<file path="src/rtl/time_window_mean_aggregator_unit_macros.svh">
// ----------------------------------------------------------------------------
// Time window mean aggregator: assertion macros
// Shared concurrent assertion forms, clocked on the rising edge and
// disabled while reset is asserted.
// ----------------------------------------------------------------------------
`ifndef TIME_WINDOW_MEAN_AGGREGATOR_UNIT_MACROS_SVH
`define TIME_WINDOW_MEAN_AGGREGATOR_UNIT_MACROS_SVH

// Same-cycle implication
`define TWMA_ASSERT_IMP(lbl, ck, rn, ante, cons, msg) \
    lbl: assert property (@(posedge ck) disable iff (!rn) (ante) |-> (cons)) \
        else $error(msg);

// Next-cycle implication
`define TWMA_ASSERT_NXT(lbl, ck, rn, ante, cons, msg) \
    lbl: assert property (@(posedge ck) disable iff (!rn) (ante) |=> (cons)) \
        else $error(msg);

`endif

</file>
<file path="src/rtl/twma_pkg.sv">
// ----------------------------------------------------------------------------
// twma_pkg
// Field widths, register map and shared types of the time window mean
// aggregator.
// ----------------------------------------------------------------------------
package twma_pkg;

    // Field widths
    localparam int TIME_W     = 63;
    localparam int VALUE_W    = 32;
    localparam int INTERVAL_W = 48;

    // Configuration port
    localparam int PDATA_W = 64;
    localparam int PADDR_W = 4;

    // Register indexes (taken from paddr[3], registers on 8-byte steps)
    localparam logic REG_CLOSE_SPAN = 1'b0;

    localparam logic [INTERVAL_W-1:0] CLOSE_SPAN_RESET = 48'd1000000000;

    // Divider sequencer states
    typedef enum logic [1:0] {
        DIV_IDLE,
        DIV_RUN,
        DIV_DONE
    } div_state_t;

    // Queue status seen by the front and back parts
    typedef struct packed {
        logic full;
        logic empty;
    } queue_stat_t;

endpackage

</file>
<file path="src/rtl/twma_sample_if.sv">
// ----------------------------------------------------------------------------
// twma_sample_if
// Valid/ready channel carrying one timestamped sample.
// ----------------------------------------------------------------------------
interface twma_sample_if;

    logic                                 valid;
    logic                                 ready;
    logic [twma_pkg::TIME_W-1:0]          sample_time;
    logic signed [twma_pkg::VALUE_W-1:0]  sample_value;

    modport source (output valid, output sample_time, output sample_value, input ready);
    modport sink   (input valid, input sample_time, input sample_value, output ready);

endinterface

</file>
<file path="src/rtl/twma_result_if.sv">
// ----------------------------------------------------------------------------
// twma_result_if
// Valid/ready channel carrying one closed-window result.
// ----------------------------------------------------------------------------
interface twma_result_if;

    logic                                 valid;
    logic                                 ready;
    logic [twma_pkg::TIME_W-1:0]          out_time;
    logic signed [twma_pkg::VALUE_W-1:0]  out_mean;

    modport source (output valid, output out_time, output out_mean, input ready);
    modport sink   (input valid, input out_time, input out_mean, output ready);

endinterface

</file>
<file path="src/rtl/twma_front.sv">
// ----------------------------------------------------------------------------
// twma_front
// Accepts samples, decides whether each one closes the current window and
// keeps the window state. A closing sample posts a divide job to the queue.
// ----------------------------------------------------------------------------
module twma_front #(
    parameter int COUNT_BITS = 16,
    parameter int SUM_W      = 48,
    parameter int JOB_W      = 127
) (
    input  logic                                clk,
    input  logic                                rst_n,
    input  logic [twma_pkg::INTERVAL_W-1:0]     close_span,
    twma_sample_if.sink                         samples,
    input  twma_pkg::queue_stat_t               q_stat,
    output logic                                push,
    output logic [JOB_W-1:0]                    push_data
);

    localparam int TW = twma_pkg::TIME_W;
    localparam int VW = twma_pkg::VALUE_W;
    localparam int IW = twma_pkg::INTERVAL_W;

    logic [TW-1:0]          start_reg, start_next;
    logic [TW-1:0]          last_reg, last_next;
    logic [SUM_W-1:0]       sum_reg, sum_next;
    logic [COUNT_BITS-1:0]  count_reg, count_next;

    logic                   accept;
    logic                   win_empty;
    logic                   cnt_full;
    logic [TW:0]            span;
    logic                   late;
    logic                   close;
    logic [SUM_W-1:0]       value_ext;

    // Handshake: hold off only while the job queue is full
    assign samples.ready = !q_stat.full;
    assign accept        = samples.valid && samples.ready;

    // Classification; a negative span is never late, so it closes the window only on a full count
    assign win_empty = (count_reg == '0);
    assign cnt_full  = &count_reg;
    assign span      = {1'b0, samples.sample_time} - {1'b0, start_reg};
    assign late      = !span[TW]
                       && (span[TW-1:0] > {{(TW-IW){1'b0}}, close_span});
    assign close     = !win_empty && (late || cnt_full);

    assign value_ext = {{(SUM_W-VW){samples.sample_value[VW-1]}}, samples.sample_value};

    // Divide job: last time, sum and count of the window being closed
    assign push      = accept && close;
    assign push_data = {last_reg, sum_reg, count_reg};

    // Window state update
    always_comb
    begin
        start_next = start_reg;
        last_next  = last_reg;
        sum_next   = sum_reg;
        count_next = count_reg;
        if (accept) begin
            last_next = samples.sample_time;
            if (win_empty || close) begin
                start_next = samples.sample_time;
                sum_next   = value_ext;
                count_next = COUNT_BITS'(1);
            end else begin
                sum_next   = sum_reg + value_ext;
                count_next = count_reg + COUNT_BITS'(1);
            end
        end
    end

    always_ff @(posedge clk or negedge rst_n)
    begin
        if (!rst_n) begin
            start_reg <= '0;
            last_reg  <= '0;
            sum_reg   <= '0;
            count_reg <= '0;
        end else begin
            start_reg <= start_next;
            last_reg  <= last_next;
            sum_reg   <= sum_next;
            count_reg <= count_next;
        end
    end

endmodule

</file>
<file path="src/rtl/twma_queue.sv">
// ----------------------------------------------------------------------------
// twma_queue
// Short FIFO of divide jobs between the front and the divider.
// ----------------------------------------------------------------------------
module twma_queue #(
    parameter int DATA_W = 127,
    parameter int DEPTH  = 2
) (
    input  logic                    clk,
    input  logic                    rst_n,
    input  logic                    push,
    input  logic [DATA_W-1:0]       push_data,
    input  logic                    pop,
    output logic [DATA_W-1:0]       pop_data,
    output twma_pkg::queue_stat_t   q_stat
);

    localparam int PTR_W = (DEPTH > 1) ? $clog2(DEPTH) : 1;
    localparam int CNT_W = $clog2(DEPTH + 1);

    logic [DATA_W-1:0]  mem [DEPTH];
    logic [PTR_W-1:0]   wr_ptr_reg, wr_ptr_next;
    logic [PTR_W-1:0]   rd_ptr_reg, rd_ptr_next;
    logic [CNT_W-1:0]   fill_reg, fill_next;

    assign q_stat.full  = (fill_reg == CNT_W'(DEPTH));
    assign q_stat.empty = (fill_reg == '0);
    assign pop_data     = mem[rd_ptr_reg];

    // Pointer and fill bookkeeping
    always_comb
    begin
        wr_ptr_next = wr_ptr_reg;
        rd_ptr_next = rd_ptr_reg;
        fill_next   = fill_reg;
        if (push) begin
            wr_ptr_next = (wr_ptr_reg == PTR_W'(DEPTH - 1)) ? '0 : wr_ptr_reg + PTR_W'(1);
        end
        if (pop) begin
            rd_ptr_next = (rd_ptr_reg == PTR_W'(DEPTH - 1)) ? '0 : rd_ptr_reg + PTR_W'(1);
        end
        if (push && !pop) begin
            fill_next = fill_reg + CNT_W'(1);
        end else if (pop && !push) begin
            fill_next = fill_reg - CNT_W'(1);
        end
    end

    always_ff @(posedge clk or negedge rst_n)
    begin
        if (!rst_n) begin
            wr_ptr_reg <= '0;
            rd_ptr_reg <= '0;
            fill_reg   <= '0;
        end else begin
            wr_ptr_reg <= wr_ptr_next;
            rd_ptr_reg <= rd_ptr_next;
            fill_reg   <= fill_next;
        end
    end

    // Storage
    always_ff @(posedge clk)
    begin
        if (push) begin
            mem[wr_ptr_reg] <= push_data;
        end
    end

endmodule

</file>
<file path="src/rtl/twma_divider.sv">
// ----------------------------------------------------------------------------
// twma_divider
// Back part: takes a divide job, runs a restoring division of the sum
// magnitude by the count one quotient bit per cycle and holds the result
// until it is taken.
// ----------------------------------------------------------------------------
module twma_divider #(
    parameter int COUNT_BITS = 16,
    parameter int SUM_W      = 48,
    parameter int JOB_W      = 127
) (
    input  logic                    clk,
    input  logic                    rst_n,
    input  twma_pkg::queue_stat_t   q_stat,
    input  logic [JOB_W-1:0]        job,
    output logic                    pop,
    twma_result_if.source           results
);

    localparam int TW     = twma_pkg::TIME_W;
    localparam int VW     = twma_pkg::VALUE_W;
    localparam int STEP_W = $clog2(SUM_W + 1);

    twma_pkg::div_state_t   state_reg, state_next;

    logic [TW-1:0]          time_reg;
    logic [SUM_W-1:0]       dvd_reg;
    logic [COUNT_BITS-1:0]  rem_reg;
    logic [COUNT_BITS-1:0]  dvs_reg;
    logic                   neg_reg;
    logic [STEP_W-1:0]      step_reg;

    logic [TW-1:0]          job_time;
    logic [SUM_W-1:0]       job_sum;
    logic [COUNT_BITS-1:0]  job_count;
    logic [SUM_W-1:0]       job_mag;

    logic [COUNT_BITS:0]    rem_shift;
    logic [COUNT_BITS+1:0]  trial;
    logic                   q_bit;
    logic                   load;
    logic                   run;
    logic                   last_step;
    logic [VW-1:0]          quot_lo;

    // Job unpacking and sum magnitude
    assign {job_time, job_sum, job_count} = job;
    assign job_mag = job_sum[SUM_W-1] ? (~job_sum + SUM_W'(1)) : job_sum;

    // One restoring step
    assign rem_shift = {rem_reg, dvd_reg[SUM_W-1]};
    assign trial     = {1'b0, rem_shift} - {2'b0, dvs_reg};
    assign q_bit     = !trial[COUNT_BITS+1];
    assign last_step = (step_reg == STEP_W'(1));

    // Next state
    always_comb
    begin
        state_next = state_reg;
        case (state_reg)
            twma_pkg::DIV_IDLE: begin
                if (!q_stat.empty) begin
                    state_next = twma_pkg::DIV_RUN;
                end
            end
            twma_pkg::DIV_RUN: begin
                if (last_step) begin
                    state_next = twma_pkg::DIV_DONE;
                end
            end
            twma_pkg::DIV_DONE: begin
                if (results.ready) begin
                    state_next = twma_pkg::DIV_IDLE;
                end
            end
            default: begin
                state_next = twma_pkg::DIV_IDLE;
            end
        endcase
    end

    // Outputs of the sequencer
    always_comb
    begin
        load          = 1'b0;
        run           = 1'b0;
        results.valid = 1'b0;
        case (state_reg)
            twma_pkg::DIV_IDLE: load          = !q_stat.empty;
            twma_pkg::DIV_RUN:  run           = 1'b1;
            twma_pkg::DIV_DONE: results.valid = 1'b1;
            default: begin
                load = 1'b0;
            end
        endcase
    end

    assign pop = load;

    always_ff @(posedge clk or negedge rst_n)
    begin
        if (!rst_n) begin
            state_reg <= twma_pkg::DIV_IDLE;
            step_reg  <= '0;
        end else begin
            state_reg <= state_next;
            if (load) begin
                step_reg <= STEP_W'(SUM_W);
            end else if (run) begin
                step_reg <= step_reg - STEP_W'(1);
            end
        end
    end

    // Division datapath; quotient bits shift in as dividend bits shift out
    always_ff @(posedge clk)
    begin
        if (load) begin
            time_reg <= job_time;
            dvd_reg  <= job_mag;
            rem_reg  <= '0;
            dvs_reg  <= job_count;
            neg_reg  <= job_sum[SUM_W-1];
        end else if (run) begin
            dvd_reg <= {dvd_reg[SUM_W-2:0], q_bit};
            rem_reg <= q_bit ? trial[COUNT_BITS-1:0] : rem_shift[COUNT_BITS-1:0];
        end
    end

    // Result: sign restored, truncation toward zero falls out of the magnitude
    assign quot_lo          = dvd_reg[VW-1:0];
    assign results.out_time = time_reg;
    assign results.out_mean = neg_reg ? (VW'(0) - quot_lo) : quot_lo;

endmodule

</file>
<file path="src/rtl/time_window_mean_aggregator_unit.sv">
// Flow: a closing sample's job is written to the queue; the divider loads it when idle,
// runs the bit-serial restoring division and holds the result until it is transferred.
// Throughput: one sample per cycle while the job queue is not full; the divider takes a
// new job only after the last result is transferred.
// Reset: the window span limit returns to 1000000000 ns, the window is empty, the queue empties.
// ----------------------------------------------------------------------------
// time_window_mean_aggregator_unit
// Boxcar average decimator over time windows of timestamped Q16.16 samples,
// with an APB-style register port for the window span limit.
// ----------------------------------------------------------------------------
`include "time_window_mean_aggregator_unit_macros.svh"

module time_window_mean_aggregator_unit #(
    parameter int COUNT_BITS  = 16,
    parameter int QUEUE_DEPTH = 2
) (
    input  logic                                clk,
    input  logic                                rst_n,
    twma_sample_if.sink                         samples,
    twma_result_if.source                       results,
    input  logic                                psel,
    input  logic                                penable,
    input  logic                                pwrite,
    input  logic [twma_pkg::PADDR_W-1:0]        paddr,
    input  logic [twma_pkg::PDATA_W-1:0]        pwdata,
    output logic [twma_pkg::PDATA_W-1:0]        prdata,
    output logic                                pready
);

    localparam int SUM_W = twma_pkg::VALUE_W + COUNT_BITS;
    localparam int JOB_W = twma_pkg::TIME_W + SUM_W + COUNT_BITS;
    localparam int IW    = twma_pkg::INTERVAL_W;

    logic [IW-1:0]          close_span_reg;
    logic                   cfg_wr;
    logic                   push;
    logic                   pop;
    logic [JOB_W-1:0]       push_data;
    logic [JOB_W-1:0]       pop_data;
    twma_pkg::queue_stat_t  q_stat;

    // Register port
    assign pready = 1'b1;
    assign cfg_wr = psel && penable && pwrite && pready
                    && (paddr[3] == twma_pkg::REG_CLOSE_SPAN);
    assign prdata = (paddr[3] == twma_pkg::REG_CLOSE_SPAN)
                    ? {{(twma_pkg::PDATA_W-IW){1'b0}}, close_span_reg}
                    : '0;

    always_ff @(posedge clk or negedge rst_n)
    begin
        if (!rst_n) begin
            close_span_reg <= twma_pkg::CLOSE_SPAN_RESET;
        end else if (cfg_wr) begin
            close_span_reg <= pwdata[IW-1:0];
        end
    end

    // Front: classification and window state
    twma_front #(
        .COUNT_BITS (COUNT_BITS),
        .SUM_W      (SUM_W),
        .JOB_W      (JOB_W)
    ) u_front (
        .clk          (clk),
        .rst_n        (rst_n),
        .close_span   (close_span_reg),
        .samples      (samples),
        .q_stat       (q_stat),
        .push         (push),
        .push_data    (push_data)
    );

    // Job queue
    twma_queue #(
        .DATA_W (JOB_W),
        .DEPTH  (QUEUE_DEPTH)
    ) u_queue (
        .clk       (clk),
        .rst_n     (rst_n),
        .push      (push),
        .push_data (push_data),
        .pop       (pop),
        .pop_data  (pop_data),
        .q_stat    (q_stat)
    );

    // Back: mean division and result register
    twma_divider #(
        .COUNT_BITS (COUNT_BITS),
        .SUM_W      (SUM_W),
        .JOB_W      (JOB_W)
    ) u_divider (
        .clk     (clk),
        .rst_n   (rst_n),
        .q_stat  (q_stat),
        .job     (pop_data),
        .pop     (pop),
        .results (results)
    );

    // Checks
    `TWMA_ASSERT_IMP(a_no_push_full, clk, rst_n, push, !q_stat.full, "job pushed into full queue")
    `TWMA_ASSERT_IMP(a_no_pop_empty, clk, rst_n, pop, !q_stat.empty, "job popped from empty queue")
    `TWMA_ASSERT_NXT(a_busy_after_pop, clk, rst_n, pop, !results.valid, "result shown while dividing")

endmodule
</file>
<file path="src/flat_wrapper.sv">
// flat-port wrapper written by rule: the top's interface ports become plain ports
module time_window_mean_aggregator_unit_flat 
#(
    parameter int COUNT_BITS  = 16,
    parameter int QUEUE_DEPTH = 2
)
  (clk, rst_n, psel, penable, pwrite, paddr, pwdata, prdata, pready, samples_valid, samples_sample_time, samples_sample_value, samples_ready, results_valid, results_out_time, results_out_mean, results_ready);
  twma_sample_if samples_i ();
  twma_result_if results_i ();
  input  logic clk;
  input  logic rst_n;
  input  logic psel;
  input  logic penable;
  input  logic pwrite;
  input  logic [twma_pkg::PADDR_W-1:0] paddr;
  input  logic [twma_pkg::PDATA_W-1:0] pwdata;
  output logic [twma_pkg::PDATA_W-1:0] prdata;
  output logic pready;
  input wire logic [$bits(samples_i.valid)-1:0] samples_valid;
  input wire logic [$bits(samples_i.sample_time)-1:0] samples_sample_time;
  input wire logic [$bits(samples_i.sample_value)-1:0] samples_sample_value;
  output wire logic [$bits(samples_i.ready)-1:0] samples_ready;
  output wire logic [$bits(results_i.valid)-1:0] results_valid;
  output wire logic [$bits(results_i.out_time)-1:0] results_out_time;
  output wire logic [$bits(results_i.out_mean)-1:0] results_out_mean;
  input wire logic [$bits(results_i.ready)-1:0] results_ready;
  assign samples_i.valid = samples_valid;
  assign samples_i.sample_time = samples_sample_time;
  assign samples_i.sample_value = samples_sample_value;
  assign samples_ready = samples_i.ready;
  assign results_valid = results_i.valid;
  assign results_out_time = results_i.out_time;
  assign results_out_mean = results_i.out_mean;
  assign results_i.ready = results_ready;
  time_window_mean_aggregator_unit #(.COUNT_BITS(COUNT_BITS), .QUEUE_DEPTH(QUEUE_DEPTH)) u_core (.clk(clk), .rst_n(rst_n), .samples(samples_i), .results(results_i), .psel(psel), .penable(penable), .pwrite(pwrite), .paddr(paddr), .pwdata(pwdata), .prdata(prdata), .pready(pready));
endmodule
</file>
<file path="config.mk">
export PLATFORM = sky130hd
export DESIGN_NAME = time_window_mean_aggregator_unit_flat
export DESIGN_NICKNAME = d
export VERILOG_FILES = /design/src/rtl/twma_pkg.sv /design/src/rtl/twma_sample_if.sv /design/src/rtl/twma_result_if.sv /design/src/rtl/twma_front.sv /design/src/rtl/twma_queue.sv /design/src/rtl/twma_divider.sv /design/src/rtl/time_window_mean_aggregator_unit.sv /design/src/flat_wrapper.sv
export VERILOG_INCLUDE_DIRS = /design/src /design/src/rtl
export SDC_FILE = /design/constraint.sdc
export NUM_CORES = 1
export LEC_CHECK = 0
export ABC_CLOCK_PERIOD_IN_PS = 13500
export BUFFER_PORTS_ARGS = -buffer_cell sky130_fd_sc_hd__buf_2
export CORE_MARGIN = 2
export CORE_UTILIZATION = 45
export CTS_BUF_LIST = sky130_fd_sc_hd__clkbuf_4 sky130_fd_sc_hd__clkbuf_8 sky130_fd_sc_hd__clkbuf_16
export CTS_CLUSTER_SIZE = 30
export DETAILED_ROUTE_END_ITERATION = 12
export GPL_ROUTABILITY_DRIVEN = 0
export PLACE_DENSITY = 0.64
export SLEW_MARGIN = 10
export SYNTH_ARGS = -nofsm -noshare
export SYNTH_HDL_FRONTEND = slang
export SYNTH_SLANG_ARGS = --single-unit
</file>
<file path="constraint.sdc">
create_clock -name clk -period 13.5 [get_ports clk]
set_input_delay 2.025 -clock clk [delete_from_list [all_inputs] [get_ports clk]]
set_output_delay 2.025 -clock clk [all_outputs]
set_load 0.02 [all_outputs]
</file>
==> results of run 1 <==
[kinds of logic (layout without fill, tap and decap cells)]
kind of cell,Yosys count,after routing,synth area share (%)
mux,277,277,9.180
xor+xnor,187,187,4.636
flops,648,648,51.13
compound gates,677,677,11.94
fa+ha+maj,184,184,6.581
buf+inv,334,624,4.006
other cells,2,20,0.02126
simple gates,970,970,12.51
[worst max path at each step]
stage                       startpoint                           end  slack (ps)  cells after the start
4_1_cts         samples_sample_time[0]  u_core.u_front.start_reg[57]        4560                     28
2_1_floorplan   samples_sample_time[0]      u_core.u_queue.mem[0][0]        1170                     25
5_1_grt         samples_sample_time[0]  u_core.u_front.start_reg[57]        4100                     28
3_5_place_dp    samples_sample_time[0]  u_core.u_front.start_reg[58]        3940                     28
6_report        samples_sample_time[0]  u_core.u_front.start_reg[58]        4560                     28
3_3_place_gp   samples_sample_time[12]  u_core.u_front.start_reg[57]        4030                     25
[layout make-up]
type	count	share of cell area, %
Tap cell	1040	3.246
Clock buffer	93	5.069
Inverter	176	1.654
Antenna cell	3	0.01873
Timing Repair Buffer	314	4.064
Clock inverter	41	1.105
Sequential cell	648	45.07
Multi-Input combinational cell	2312	39.78
[cells in the final DEF (no fill, tap or decap), types with 57 or more instances in the layout]
master / synthesis / routed
sky130_fd_sc_hd__a21oi_1: 177 / 177
sky130_fd_sc_hd__buf_2: 24 / 294
sky130_fd_sc_hd__clkbuf_16: 0 / 74
sky130_fd_sc_hd__dfrtp_1: 237 / 236
sky130_fd_sc_hd__edfxtp_1: 382 / 382
sky130_fd_sc_hd__ha_1: 181 / 181
sky130_fd_sc_hd__inv_1: 175 / 173
sky130_fd_sc_hd__mux2_2: 133 / 133
sky130_fd_sc_hd__mux2_4: 60 / 60
sky130_fd_sc_hd__mux2i_1: 81 / 80
sky130_fd_sc_hd__nand2_1: 476 / 475
sky130_fd_sc_hd__nand3_1: 57 / 57
sky130_fd_sc_hd__nor2_1: 177 / 177
sky130_fd_sc_hd__o21ai_0: 224 / 224
sky130_fd_sc_hd__xnor2_1: 109 / 109
sky130_fd_sc_hd__xor2_1: 78 / 78
[stage by stage]
stage                     instances  cell area, µm²  hold slack, ps
after floorplan                3294           35380           441.9
after global placement         4490           37610           447.9
after detailed placement       4490           37610           455.0
after CTS                      4624           40080           465.3
after global routing           4625           40080           480.0
final                          4627           40090           466.9
[report_power, final]
part           internal, mW  switching (mW)
Combinational          1.42            1.99
Sequential             2.68           0.271
Clock                  1.21           0.812
[critical path, stage by stage]
cell and delay [ps]:
sky130_fd_sc_hd__buf_2 110, sky130_fd_sc_hd__inv_1 70, sky130_fd_sc_hd__ha_1 160, sky130_fd_sc_hd__inv_1 50, sky130_fd_sc_hd__fa_1 430, sky130_fd_sc_hd__a211oi_2 240
sky130_fd_sc_hd__o211ai_1 160, sky130_fd_sc_hd__a221o_1 390, sky130_fd_sc_hd__o2111ai_1 320, sky130_fd_sc_hd__nand2_1 260, sky130_fd_sc_hd__a31o_2 370, sky130_fd_sc_hd__a21boi_0 250
sky130_fd_sc_hd__xnor2_1 160, sky130_fd_sc_hd__ha_1 340, sky130_fd_sc_hd__nand3_1 100, sky130_fd_sc_hd__nor2_1 250, sky130_fd_sc_hd__nand4_1 160, sky130_fd_sc_hd__nor2_1 220
sky130_fd_sc_hd__a22o_1 180, sky130_fd_sc_hd__o211ai_1 130, sky130_fd_sc_hd__and4_1 190, sky130_fd_sc_hd__o2111ai_1 150, sky130_fd_sc_hd__nor4_4 80, sky130_fd_sc_hd__a21oi_4 120
sky130_fd_sc_hd__buf_4 690, sky130_fd_sc_hd__and2_4 490, sky130_fd_sc_hd__buf_4 860, sky130_fd_sc_hd__mux2_1 380
[per-layer routing]
metal  up-vias  share of wire [%]  GRT usage [%]
met4        10                1.8          4.711
met2       517                 47          33.29
met5         -              0.092              0
met3       111                5.3          3.668
li1      12220                  -              -
met1     11640                 45          26.97
==> impl.org, run 1 <==
** Outcome
- Result of the run :: completed

** Setup path
- Data on the critical path is required at its endpoint by 13970 ps.
- Worst path arrival time :: approximately 9400 ps
- R2r setup slk :: slightly below 6000 ps
- The startpoint identified for the worst register-to-register timing path is u_core.u_front.start_reg[0].
- The worst register-to-register path ends at u_core.u_front.start_reg[58].
- The worst setup path is of the primary input to flip-flop kind.
- Nature of the critical path endpoint :: flip-flop
- Cell count of the worst reg-to-reg path :: 26
- The worst setup path is launched from a primary input.
- Critical Path Fanout Max :: 62

** STA
- Final period utilization :: ~66%
- Setup violations remaining at the end of the flow were counted as 0.
- The final number of max-transition violations came to 0.
- Final worst setup slack :: ~4600 ps
- Worst Tran Pin Value :: roughly 1100 ps
- For the finished layout, the period the worst path requires is 8938 ps.
- The final number of hold-violating endpoints is 0.
- Total negative setup slack :: 0 ps
- Derived from the worst setup path, the maximum achievable clock frequency is ~110 MHz.
- Unrepaired setup endpoints after global routing :: no
- Across the routed clock network, the largest skew measured is between 20 and 30 ps.
- The worst pin sits at a relative slew slack of between 20 and 30%.

** Floorplan
- The total area inside the core boundary comes to between 70000 and 80000 µm².
- Row generation in the floorplan step produced 102 rows.
- During I/O placement, the number of pins put on the boundary was between 300 and 400.
- The floorplan step set the die width to between 200 and 300 µm.
- Area of the die :: 80760 µm²
- The die is about 280 µm tall.
- Initial core utilization :: between 40% and 50%

** Flow run
- Maxcap violations :: 0

** Layout
- Combined area of the multi-input logic cells :: roughly 16000 µm²
- Cells with a size suffix above 1 make up 19.22% of the layout.
- Register bank with the most flops :: u_core.u_queue.mem
- The register with the most flip-flops in the layout has roughly 250 of them.
- For this run, the share of the core covered by cells in the final layout is approximately 52%.
- Relative area change from synthesis to final layout :: 13.48%
- FF/Latch Area :: about 18000 µm²
- Number of nets in the layout :: 3878
- The layout has around 7000 filler cells.

** Worst hold path
- Endpoint with the worst hold slack :: u_core.u_queue.mem[0][79]
- The worst hold path belongs to the class flip-flop to flip-flop.
- Number of instances on the worst hold path :: 0
- The startpoint identified for the worst hold timing path is u_core.u_front.last_reg[15].

** Power and ir drop
- IR analysis of the VDD net gives a maximum drop of between 0.1 and 0.15 mV.
- Total power for the finished layout comes to 8.376 mW.
- The analysis attributes to cell leakage a power of 17.33 nW.
- Pwr dens :: 208.9 nW/µm²

** Logic synthesis
- Of all cell types, the one taking the most synthesized area is sky130_fd_sc_hd__edfxtp_1.
- Sequential cells were found to cover between 50% and 60% of the synthesized design area.
- The synthesized design contains between 300 and 400 enable-type register cells.
- Ranked by instance count, the synthesized netlist is headed by sky130_fd_sc_hd__nand2_1 (476), sky130_fd_sc_hd__edfxtp_1 (382), sky130_fd_sc_hd__dfrtp_1 (237), sky130_fd_sc_hd__o21ai_0 (224), sky130_fd_sc_hd__ha_1 (181).
- Synthesis inferred between 600 and 700 register bits.
- Count leader, synth :: sky130_fd_sc_hd__nand2_1
- In the synthesized netlist the async set-or-reset flop fraction comes to a little under 40%.
- The Yosys step of the flow raised 0 warnings.
- Mapped Area :: 35330 µm²
- Gate Count Post-Synth :: around 3300
- The synthesized netlist contains a little under 90 unique library cells.
- Ranking of synthesized cells by area :: sky130_fd_sc_hd__edfxtp_1 (32%), sky130_fd_sc_hd__dfrtp_1 (17%), sky130_fd_sc_hd__ha_1 (6.4%), sky130_fd_sc_hd__nand2_1 (5.1%), sky130_fd_sc_hd__mux2_2 (4.2%)
- Of the post-synthesis cell area, the dominant cell type holds between 30% and 40%.
- Avg Cell Area, Syn :: 10.77 µm²
- Most used DFF post-synth :: sky130_fd_sc_hd__edfxtp_1

** Clock network
- The clock net in this run drives a total of around 650 sinks.
- The number of clock buffers added by TritonCTS is just over 70.
- Number of setup buffers added after CTS :: 0
- Number of H-tree levels :: 3
- Clock tree from TritonCTS :: done
- At the later pin of the worst-skew pair, clock insertion delay measures just over 600 ps.
- The longest clock path from root to sink contains 3 buffers.
- Post-CTS resize count :: 0
- Post-CTS clock slew at the launch and capture registers of the worst setup and hold paths :: 60 ps
- The root buffer cell chosen for the clock tree is sky130_fd_sc_hd__clkbuf_16.
- Buffers inserted to repair hold after CTS numbered 0.

** GRT
- Global routing consumed, over all layers together, 19.96% of the routing resources.
- Via count of the first global-routing pass :: ~24000
- Initial antenna violation count :: 9
- Residual overflow from global routing :: 0
- Wire length of the first global-routing pass :: 129700 µm
- Maximum number of pins on one net before global-route repair :: 93

** Routing
- Antenna-violating nets left :: 0
- Vias :: approximately 24000
- For this block, the routed nets add up to just over 80000 µm of wire.
- In the routed design, unresolved DRC markers number 0.
- Iteration count of the initial detailed-routing pass :: 6
- After detailed routing, the average wire length per cell comes to around 18 µm.
- In the routed layout, each cell is associated on average with a via count of roughly 5.3.
- DRT iter0 DRCs :: approximately 1400

** Place
- Pre-CTS setup slack :: around 4000 ps
- Count of buffers inserted at the top-level ports :: 295
- HPWL Detailed :: around 58000 µm
No activity file was read; power rests on OpenSTA's default activity.
==> inputs of run 2 (changes only) <==
- ABC_CLOCK_PERIOD_IN_PS: 13500 -> 7600
- PLACE_DENSITY: 0.64 -> 0.67
- clock period: 13.5 -> 7.6 ns (I/O delays scaled with it)
==> impl.org, run 2 (same netlist as run 1, synthesis figures left out) <==
** Outcome
- Result of the run :: completed

** Clock network
- The clock passes through at most 3 buffers.
- Clock-pin slew was measured on the worst setup and hold paths at roughly 60 ps.
- Clock sink count :: ~650
- In this run, CTS created clock tree buffers numbering between 70 and 80.
- Clock latency at the later pin of the worst-skew pair :: 620 ps
- Post-CTS repair changed the size of 0 cells.
- Clock tree from TritonCTS :: done
- The number of hold buffers added after CTS was 0.
- In this run the number of H-tree levels came out at 3.
- Clock root buffer master :: sky130_fd_sc_hd__clkbuf_16
- Post-CTS timing repair inserted 0 buffers for setup.

** GRT
- Global routing used roughly a fifth of the available tracks.
- The first global-routing pass estimated roughly 130000 µm of wire.
- The number of global-route vias before repair came to between 20000 and 25000.
- The number of antenna violations at the first check in global routing was 11.
- Maximum number of pins on one net before global-route repair :: 148
- Global routing finished with a remaining overflow of 0.

** Power and ir drop
- Net Switching :: ~5.5 mW
- Summed over all cells, the static leakage comes to between 15 and 20 nW.
- Clock share of power :: between 20% and 30%
- Switching Fraction :: 36.49%
- Power spread over the standard cell area amounts to about 370 nW/µm².
- Sequential cells burn 34.9% of the power.
- Max IR drop VDD :: between 0.2 and 0.25 mV
- Combinational group share of total power :: 40.4%
- Cell internal power was estimated by the tool at roughly 9.6 mW.

** STA
- Total negative setup slack :: 0 ps
- Count of endpoints failing setup in the final report :: 0
- After layout, the minimum clock period comes to about 7000 ps.
- The final number of max-transition violations came to 0.
- Timing-limited maximum frequency :: ~140 MHz
- Final period utilization :: about nine tenths
- At the pin with the least slew margin, the transition time is about 1100 ps.
- The final number of hold-violating endpoints came to 0.
- Clock skew after layout :: ~32 ps
- In this run the tightest slew margin relative to its limit is 29.13%.
- Setup repair after global routing left no endpoint under its margin.

** Worst hold path
- The worst hold path was traced through 0 stages.
- Hold Path Class :: flip-flop to flip-flop

** Routing
- Total wire length after detailed routing :: between 80000 and 90000 µm
- Signal routing reaches up to met5.
- Remaining design rule violation count :: 0
- After the first detailed-routing iteration, the DRC count stood at between 1500 and 2000.
- Vias :: between 20000 and 25000
- Wire segments on met2 add up to ~38000 µm in the final route.
- Iteration count of the initial detailed-routing pass :: 5
- Summed over all nets, wire length on met3 after detailed routing comes to approximately 4300 µm.
- Met1 routed wirelength after detailed routing :: ~38000 µm
- After detailed routing, the average wire length per cell comes to 17.66 µm.
- Antenna-violating nets left :: 0
- Dividing the detail-routed via count by the number of cells gives approximately 5.3.

** Layout
- Leaving out filler cells and counting taps, the final layout contains 4634.
- The register with the most flip-flops in the final layout is u_core.u_queue.mem.
- The register with the most flip-flops in the layout has roughly 250 of them.
- The library cells used most frequently in the layout, excluding fill and tap cells, are sky130_fd_sc_hd__nand2_1 (475), sky130_fd_sc_hd__edfxtp_1 (382), sky130_fd_sc_hd__buf_2 (294).
- Of the cells placed in the final design, the portion with a size suffix greater than 1 is between 10% and 20%.
- Leading cell type in the layout, fill and taps excluded :: sky130_fd_sc_hd__nand2_1
- Relative area change from synthesis to final layout :: 14.17%
- Post-route standard cell area excluding fillers :: 40330 µm²
- Fill cell total of the finished layout :: roughly 7000
- Number of nets in the layout :: between 3000 and 4000

** Floorplan
- Initial core utilization :: between 40 and 50%
- Std cell rows :: approximately 100
- Width of the die :: roughly 280 µm
- The die covers 80760 µm².
- After floorplanning, the core was sized to cover ~78000 µm².
- Number of I/O pins :: around 330
- Die outline height :: roughly 280 µm

** Setup path
- Nature of the critical path endpoint :: flip-flop
- Cell with the biggest individual delay on the critical path :: sky130_fd_sc_hd__fa_1
- Data on the critical path is required at its endpoint by approximately 8100 ps.
- Type of the worst setup path :: primary input to flip-flop
- Worst path arrival time :: around 7400 ps
- STA classifies the critical path startpoint as a primary input.
- Worst stage delay on the critical path :: between 400 and 500 ps
- Critical Path Fanout Max :: 31
- Cell count of the worst reg-to-reg path :: 25
- The setup check on the worst reg-to-reg path leaves a slack of slightly below 1000 ps.

** Place
- Placed cell count :: around 4500
- Count of buffers inserted at the top-level ports :: around 300
- HPWL Detailed :: about 58000 µm
- Cell Area, Placed :: around 38000 µm²

** Flow run
- Max-cap violations in this run came to 0.
-- run 2: changes by cell type in the layout (fill, tap and decap cells not counted), moves of 3 or more --
cell / delta
sky130_fd_sc_hd__buf_12: +6
sky130_fd_sc_hd__clkbuf_4: +3
sky130_fd_sc_hd__clkinv_1: -4
sky130_fd_sc_hd__clkinv_2: -8
sky130_fd_sc_hd__clkinvlp_4: +6
sky130_fd_sc_hd__inv_6: -3
-- run 2: per-stage QoR --
step / power, mW / hold WS, ps / utilization [%] / worst slack [ps]
2_1_floorplan: 9.840 / 441.9 / - / 24.46
3_3_place_gp: 11.21 / 446.2 / 48.61 / 222.7
3_5_place_dp: 11.37 / 455.5 / 48.61 / 149.9
4_1_cts: 15.18 / 464.3 / 51.96 / 711.8
5_1_grt: 16.16 / 475.6 / 51.97 / 144.6
6_report: 15.11 / 467.2 / 51.98 / 637.6
-- run 2: path summary, 6_finish.rpt --
kind / end / startpoint
min: u_core.u_queue.mem[1][85] / u_core.u_front.last_reg[21]
max: u_core.u_front.start_reg[58] / samples_sample_time[0]
min reg2reg: u_core.u_queue.mem[1][85] / u_core.u_front.last_reg[21]
max reg2reg: u_core.u_front.start_reg[58] / u_core.u_front.start_reg[0]
max in group asynchronous: u_core.u_queue.rd_ptr_reg / rst_n
min in group asynchronous: u_core.close_span_reg[3] / rst_n
-- run 2: power groups by stage --
stage	combinational (mW)	sequential (mW)	clock, mW
after floorplan	4.69	5.15	0
after global placement	5.94	5.27	0
after detailed placement	6.05	5.32	0
after CTS	6.09	5.27	3.82
after global routing	6.83	5.37	3.96
final	6.10	5.27	3.74
-- run 2: layout make-up --
cell class / instances / area [µm²] / share of cell area [%]
Antenna cell: 5 / 12.51 / 0.03102
Clock buffer: 100 / 2132 / 5.286
Clock inverter: 34 / 470.5 / 1.166
Inverter: 176 / 663.1 / 1.644
Multi-Input combinational cell: 2312 / 15950 / 39.53
Sequential cell: 648 / 18070 / 44.79
Tap cell: 1040 / 1301 / 3.226
Timing Repair Buffer: 319 / 1742 / 4.318
-- run 2: critical path: cells and delay by family --
family                     cells  cell delay, ps
AOI/OAI and AO/OA             10            2650
xor gates and xnor gates       1             150
adders and majority gates      3             970
buffers and inverters          4             520
muxes                          1             370
and+or+nand+nor                8            1600
-- run 2: metal layers --
layer / GRT usage, % / vias to the layer above
li1: - / 12240
met1: 27.84 / 11830
met2: 32.73 / 573
met3: 3.547 / 107
met4: 4.868 / 8
met5: 0 / -
==> inputs of run 3 (changes only) <==
- ABC_AREA: unset -> 1
==> impl.org, run 3 <==
** Routing
- Routed via count divided by cell count :: just over 5
- Total wire length after detailed routing :: approximately 94000 µm
- The detail route stage leaves a number of antenna-violating nets equal to 0.
- Remaining design rule violation count :: 0
- Before antenna repair, the detailed router went through 5 iterations.
- DRT iter0 DRCs :: approximately 2100
- Vias :: between 20000 and 30000
- WL per Instance :: ~16 µm

** Floorplan
- Die outline height :: 289.9 µm
- In this run the core area contains 104 standard-cell rows.
- For this configuration, the core starts out at a cell density of 45.60%.
- Area of the die :: 84050 µm²
- Placeable core region :: approximately 80000 µm²
- approximately 330 I/O pins were placed.
- The floorplan step set the die width to 289.9 µm.

** STA
- Clock skew after layout :: about 26 ps
- Setup violations remaining at the end of the flow were counted as 0.
- Number of slew-limit violations in the final report :: 0
- Worst Tran Pin Value :: about 1100 ps
- Relative slew slack :: between 20% and 30%
- Final hold violation count :: 0
- Derived from the worst setup path, the maximum achievable clock frequency is 163.2 MHz.
- Final period utilization :: between 80% and 90%
- Unrepaired setup endpoints after global routing :: no
- Across all hold checks on the routed design, the worst slack comes to approximately 460 ps.
- Fin crit period :: 6127 ps

** Layout
- Counting flops per register, the top entry is u_core.u_queue.mem.
- The register with the most flip-flops in the layout has roughly 250 of them.
- The area growth from synthesis to layout is 13.68%.
- Post-route standard cell area excluding fillers :: 41820 µm²
- The library cell used most frequently in the layout, excluding fill and tap cells, is sky130_fd_sc_hd__nand2_1.
- Leaving out fill and tap cells, the most frequent cells in the layout are sky130_fd_sc_hd__nand2_1 (1225), sky130_fd_sc_hd__inv_1 (605), sky130_fd_sc_hd__nor2_1 (394).
- Proportion of layout cells with a drive suffix above 1 :: 11.21%
- At the end of the flow, the number of nets in the layout was 5048.

** Setup path
- Nature of the critical path startpoint :: primary input
- Nature of the critical path endpoint :: flip-flop
- Counting stages on the worst path, the most repeated cell is sky130_fd_sc_hd__nand2_1.
- Reg-to-reg critical path endpoint :: u_core.u_queue.mem[0][98]
- Worst path arrival time :: 6380 ps
- CP Depth :: 33
- Worst stage delay on the critical path :: around 430 ps
- Req. time, crit path :: around 8000 ps
- R2r setup slk :: ~1800 ps
- Critical Path Fanout Max :: slightly above 80
- Worst reg2reg startpoint :: u_core.u_front.start_reg[0]
- The critical path in this run is classified as primary input to flip-flop.
- Together, buffers and inverters on the worst path number 5.
- Cell count of the worst reg-to-reg path :: 31
- On the critical path, the stage with the largest delay is an instance of sky130_fd_sc_hd__o21ai_0.
- Grouping stages by cell kind, the critical path spends the most delay in simple AND/OR/NAND/NOR gates.

** Logic synthesis
- Gate Count Post-Synth :: 4430
- For this run, the number of Yosys warnings is 0.
- sky130_fd_sc_hd__edfxtp_1 takes more of the synthesized area than any other cell.
- After synthesis the cells add up to approximately 37000 µm².
- Most used DFF post-synth :: sky130_fd_sc_hd__edfxtp_1
- Async set-or-reset flop fraction in the synthesized netlist :: around two fifths
- EDFF count, synth :: roughly 380
- Ranking of synthesized cells by area :: sky130_fd_sc_hd__edfxtp_1 (31%), sky130_fd_sc_hd__dfrtp_1 (16%), sky130_fd_sc_hd__nand2_1 (13%), sky130_fd_sc_hd__inv_1 (6.2%), sky130_fd_sc_hd__ha_1 (6.2%)
- Distinct cells, synth :: 60
- Sequential cells were found to cover 49.10% of the synthesized design area.
- Share of Yosys cell area claimed by the top area cell type :: between 30% and 40%
- Counting flops and latches in the post-synthesis netlist gives 648.
- Each instance of the synthesized netlist takes up on average 8.304 µm².
- Count leader, synth :: sky130_fd_sc_hd__nand2_1
- The commonest cells after synthesis are sky130_fd_sc_hd__nand2_1 (1228), sky130_fd_sc_hd__inv_1 (606), sky130_fd_sc_hd__nor2_1 (396), sky130_fd_sc_hd__edfxtp_1 (382), sky130_fd_sc_hd__a21oi_1 (263).

** Worst hold path
- Endpoint with the worst hold slack :: u_core.u_queue.mem[1][83]
- Hold Path Class :: flip-flop to flip-flop
- The startpoint identified for the worst hold timing path is u_core.u_front.last_reg[19].
- The worst hold path was traced through 0 stages.

** Power and ir drop
- The design draws between 15 and 20 mW.
- Net Switching :: approximately 8.0 mW
- The internal power of the cells totals about 10 mW.
- Part of the total power dissipated in sequential elements :: 32.8%
- Switching Fraction :: approximately 44%
- For this design the static power due to leakage is 19.85 nW.
- Per report_power, the clock group accounts for about a fifth of the total.
- The worst-case IR drop observed on VDD is between 0.2 and 0.25 mV.
- Pwr dens :: 437.7 nW/µm²
- Combinational cells account for 47.4% of the total power.

** Clock network
- Clock latency on the worst-skew pair, taken at its later pin, is between 600 and 700 ps.
- After clock tree synthesis, the setup repair step added 0 buffers.
- Hold_buf cts :: 0
- In this run, post-CTS repair resized a total of 0 instances.
- Clock buffers created by TritonCTS :: 71
- Clock tree synthesis selected as its root buffer the cell sky130_fd_sc_hd__clkbuf_16.
- TritonCTS built the clock tree.
- The H-tree was split into 3 levels.
- After clock tree synthesis, the clock-pin slew on the worst setup and hold paths is 60 ps.
- Clock sink count :: about 650
- Maximum buffer depth of the clock tree :: 3

** Place
- HPWL Detailed :: between 60000 and 70000 µm
- Cell Area, Placed :: 39290 µm²
- Count of buffers inserted at the top-level ports :: between 200 and 300

** GRT
- The number of global-route vias before repair was between 20000 and 30000.
- Global-route usage over all layers :: about 22%
- The first global-routing pass estimated approximately 150000 µm of wire.
- Entering global routing, the biggest net connects 153 pins.
- The number of antenna violations at the first check in global routing is 10.
- Global routing finished with a remaining overflow of 0.

** Flow run
- Max-cap violations in this run came to 0.

** Outcome
- Result of the run :: completed
-- run 3: cell count changes in the layout (fill, tap and decap cells not counted), moves of 62 or more --
cell,delta
sky130_fd_sc_hd__nand2_1,+750
sky130_fd_sc_hd__inv_1,+432
sky130_fd_sc_hd__nor2_1,+217
sky130_fd_sc_hd__mux2_2,-133
sky130_fd_sc_hd__a21oi_1,+87
sky130_fd_sc_hd__nand3_1,+67
sky130_fd_sc_hd__o21ai_1,+67
sky130_fd_sc_hd__mux2i_1,-62
-- run 3: layout make-up --
class                           instances  area, µm²
Antenna cell                           11      27.53
Clock buffer                           90       1973
Clock inverter                         42      533.0
Fill cell                            7534      38860
Inverter                              627       2357
Multi-Input combinational cell       3028      15800
Sequential cell                       648      18070
Tap cell                             1060       1326
Timing Repair Buffer                  318       1734
-- run 3: cell families after synthesis --
group           count (synthesis)  synth area share [%]
compound gates                679                 9.809
xor+xnor                      184                 4.381
fa+ha+maj                     184                 6.319
buf+inv                       769                 8.224
flops                         648                 49.10
mux                            19                0.5170
other cells                     2               0.02041
simple gates                 1945                 21.63
-- run 3: per-stage QoR --
stage | utilization, % | std cells | TNS [ps] | worst slack [ps]
3_5_place_dp | 48.70 | 5681 | 0 | 877.4
6_report | 51.84 | 5824 | 0 | 1473
5_1_grt | 51.82 | 5817 | 0 | 1058
4_1_cts | 51.80 | 5813 | 0 | 1511
3_3_place_gp | 48.70 | 5681 | 0 | 873.1
2_1_floorplan | - | 4445 | -132350 | -529.2
-- run 3: worst max-delay path by stage --
| stage | startpoint | to | slack (ps) |
|---|---|---|---|
| after global placement | samples_sample_time[0] | u_core.u_queue.mem[1][97] | 870 |
| after CTS | samples_sample_time[0] | u_core.u_queue.mem[1][100] | 1510 |
| after floorplan | samples_sample_time[0] | u_core.u_queue.mem[0][0] | -530 |
| after detailed placement | samples_sample_time[0] | u_core.u_queue.mem[1][96] | 880 |
| after global routing | samples_sample_time[0] | u_core.u_queue.mem[0][98] | 1060 |
| final | samples_sample_time[0] | u_core.u_queue.mem[0][98] | 1470 |
-- run 3: power groups by stage --
stage                     Sequential (mW)  Clock (mW)  Combinational [mW]
after floorplan                      5.92           0                6.35
after global placement               6.01           0                8.46
after detailed placement             6.06           0                8.60
after CTS                            6.01        3.71                8.65
after global routing                 6.15        3.85                9.80
final                                6.01        3.63                8.67
-- run 3: routing by layer --
| metal | part of all wire (%) | up-vias | GRT usage, % |
|---|---|---|---|
| met4 | 3.2 | 4 | 8.155 |
| met1 | 44 | 13490 | 30.08 |
| met2 | 46 | 844 | 36.77 |
| met3 | 6.1 | 180 | 2.865 |
| met5 | 0.025 | - | 0 |
| li1 | - | 14930 | - |
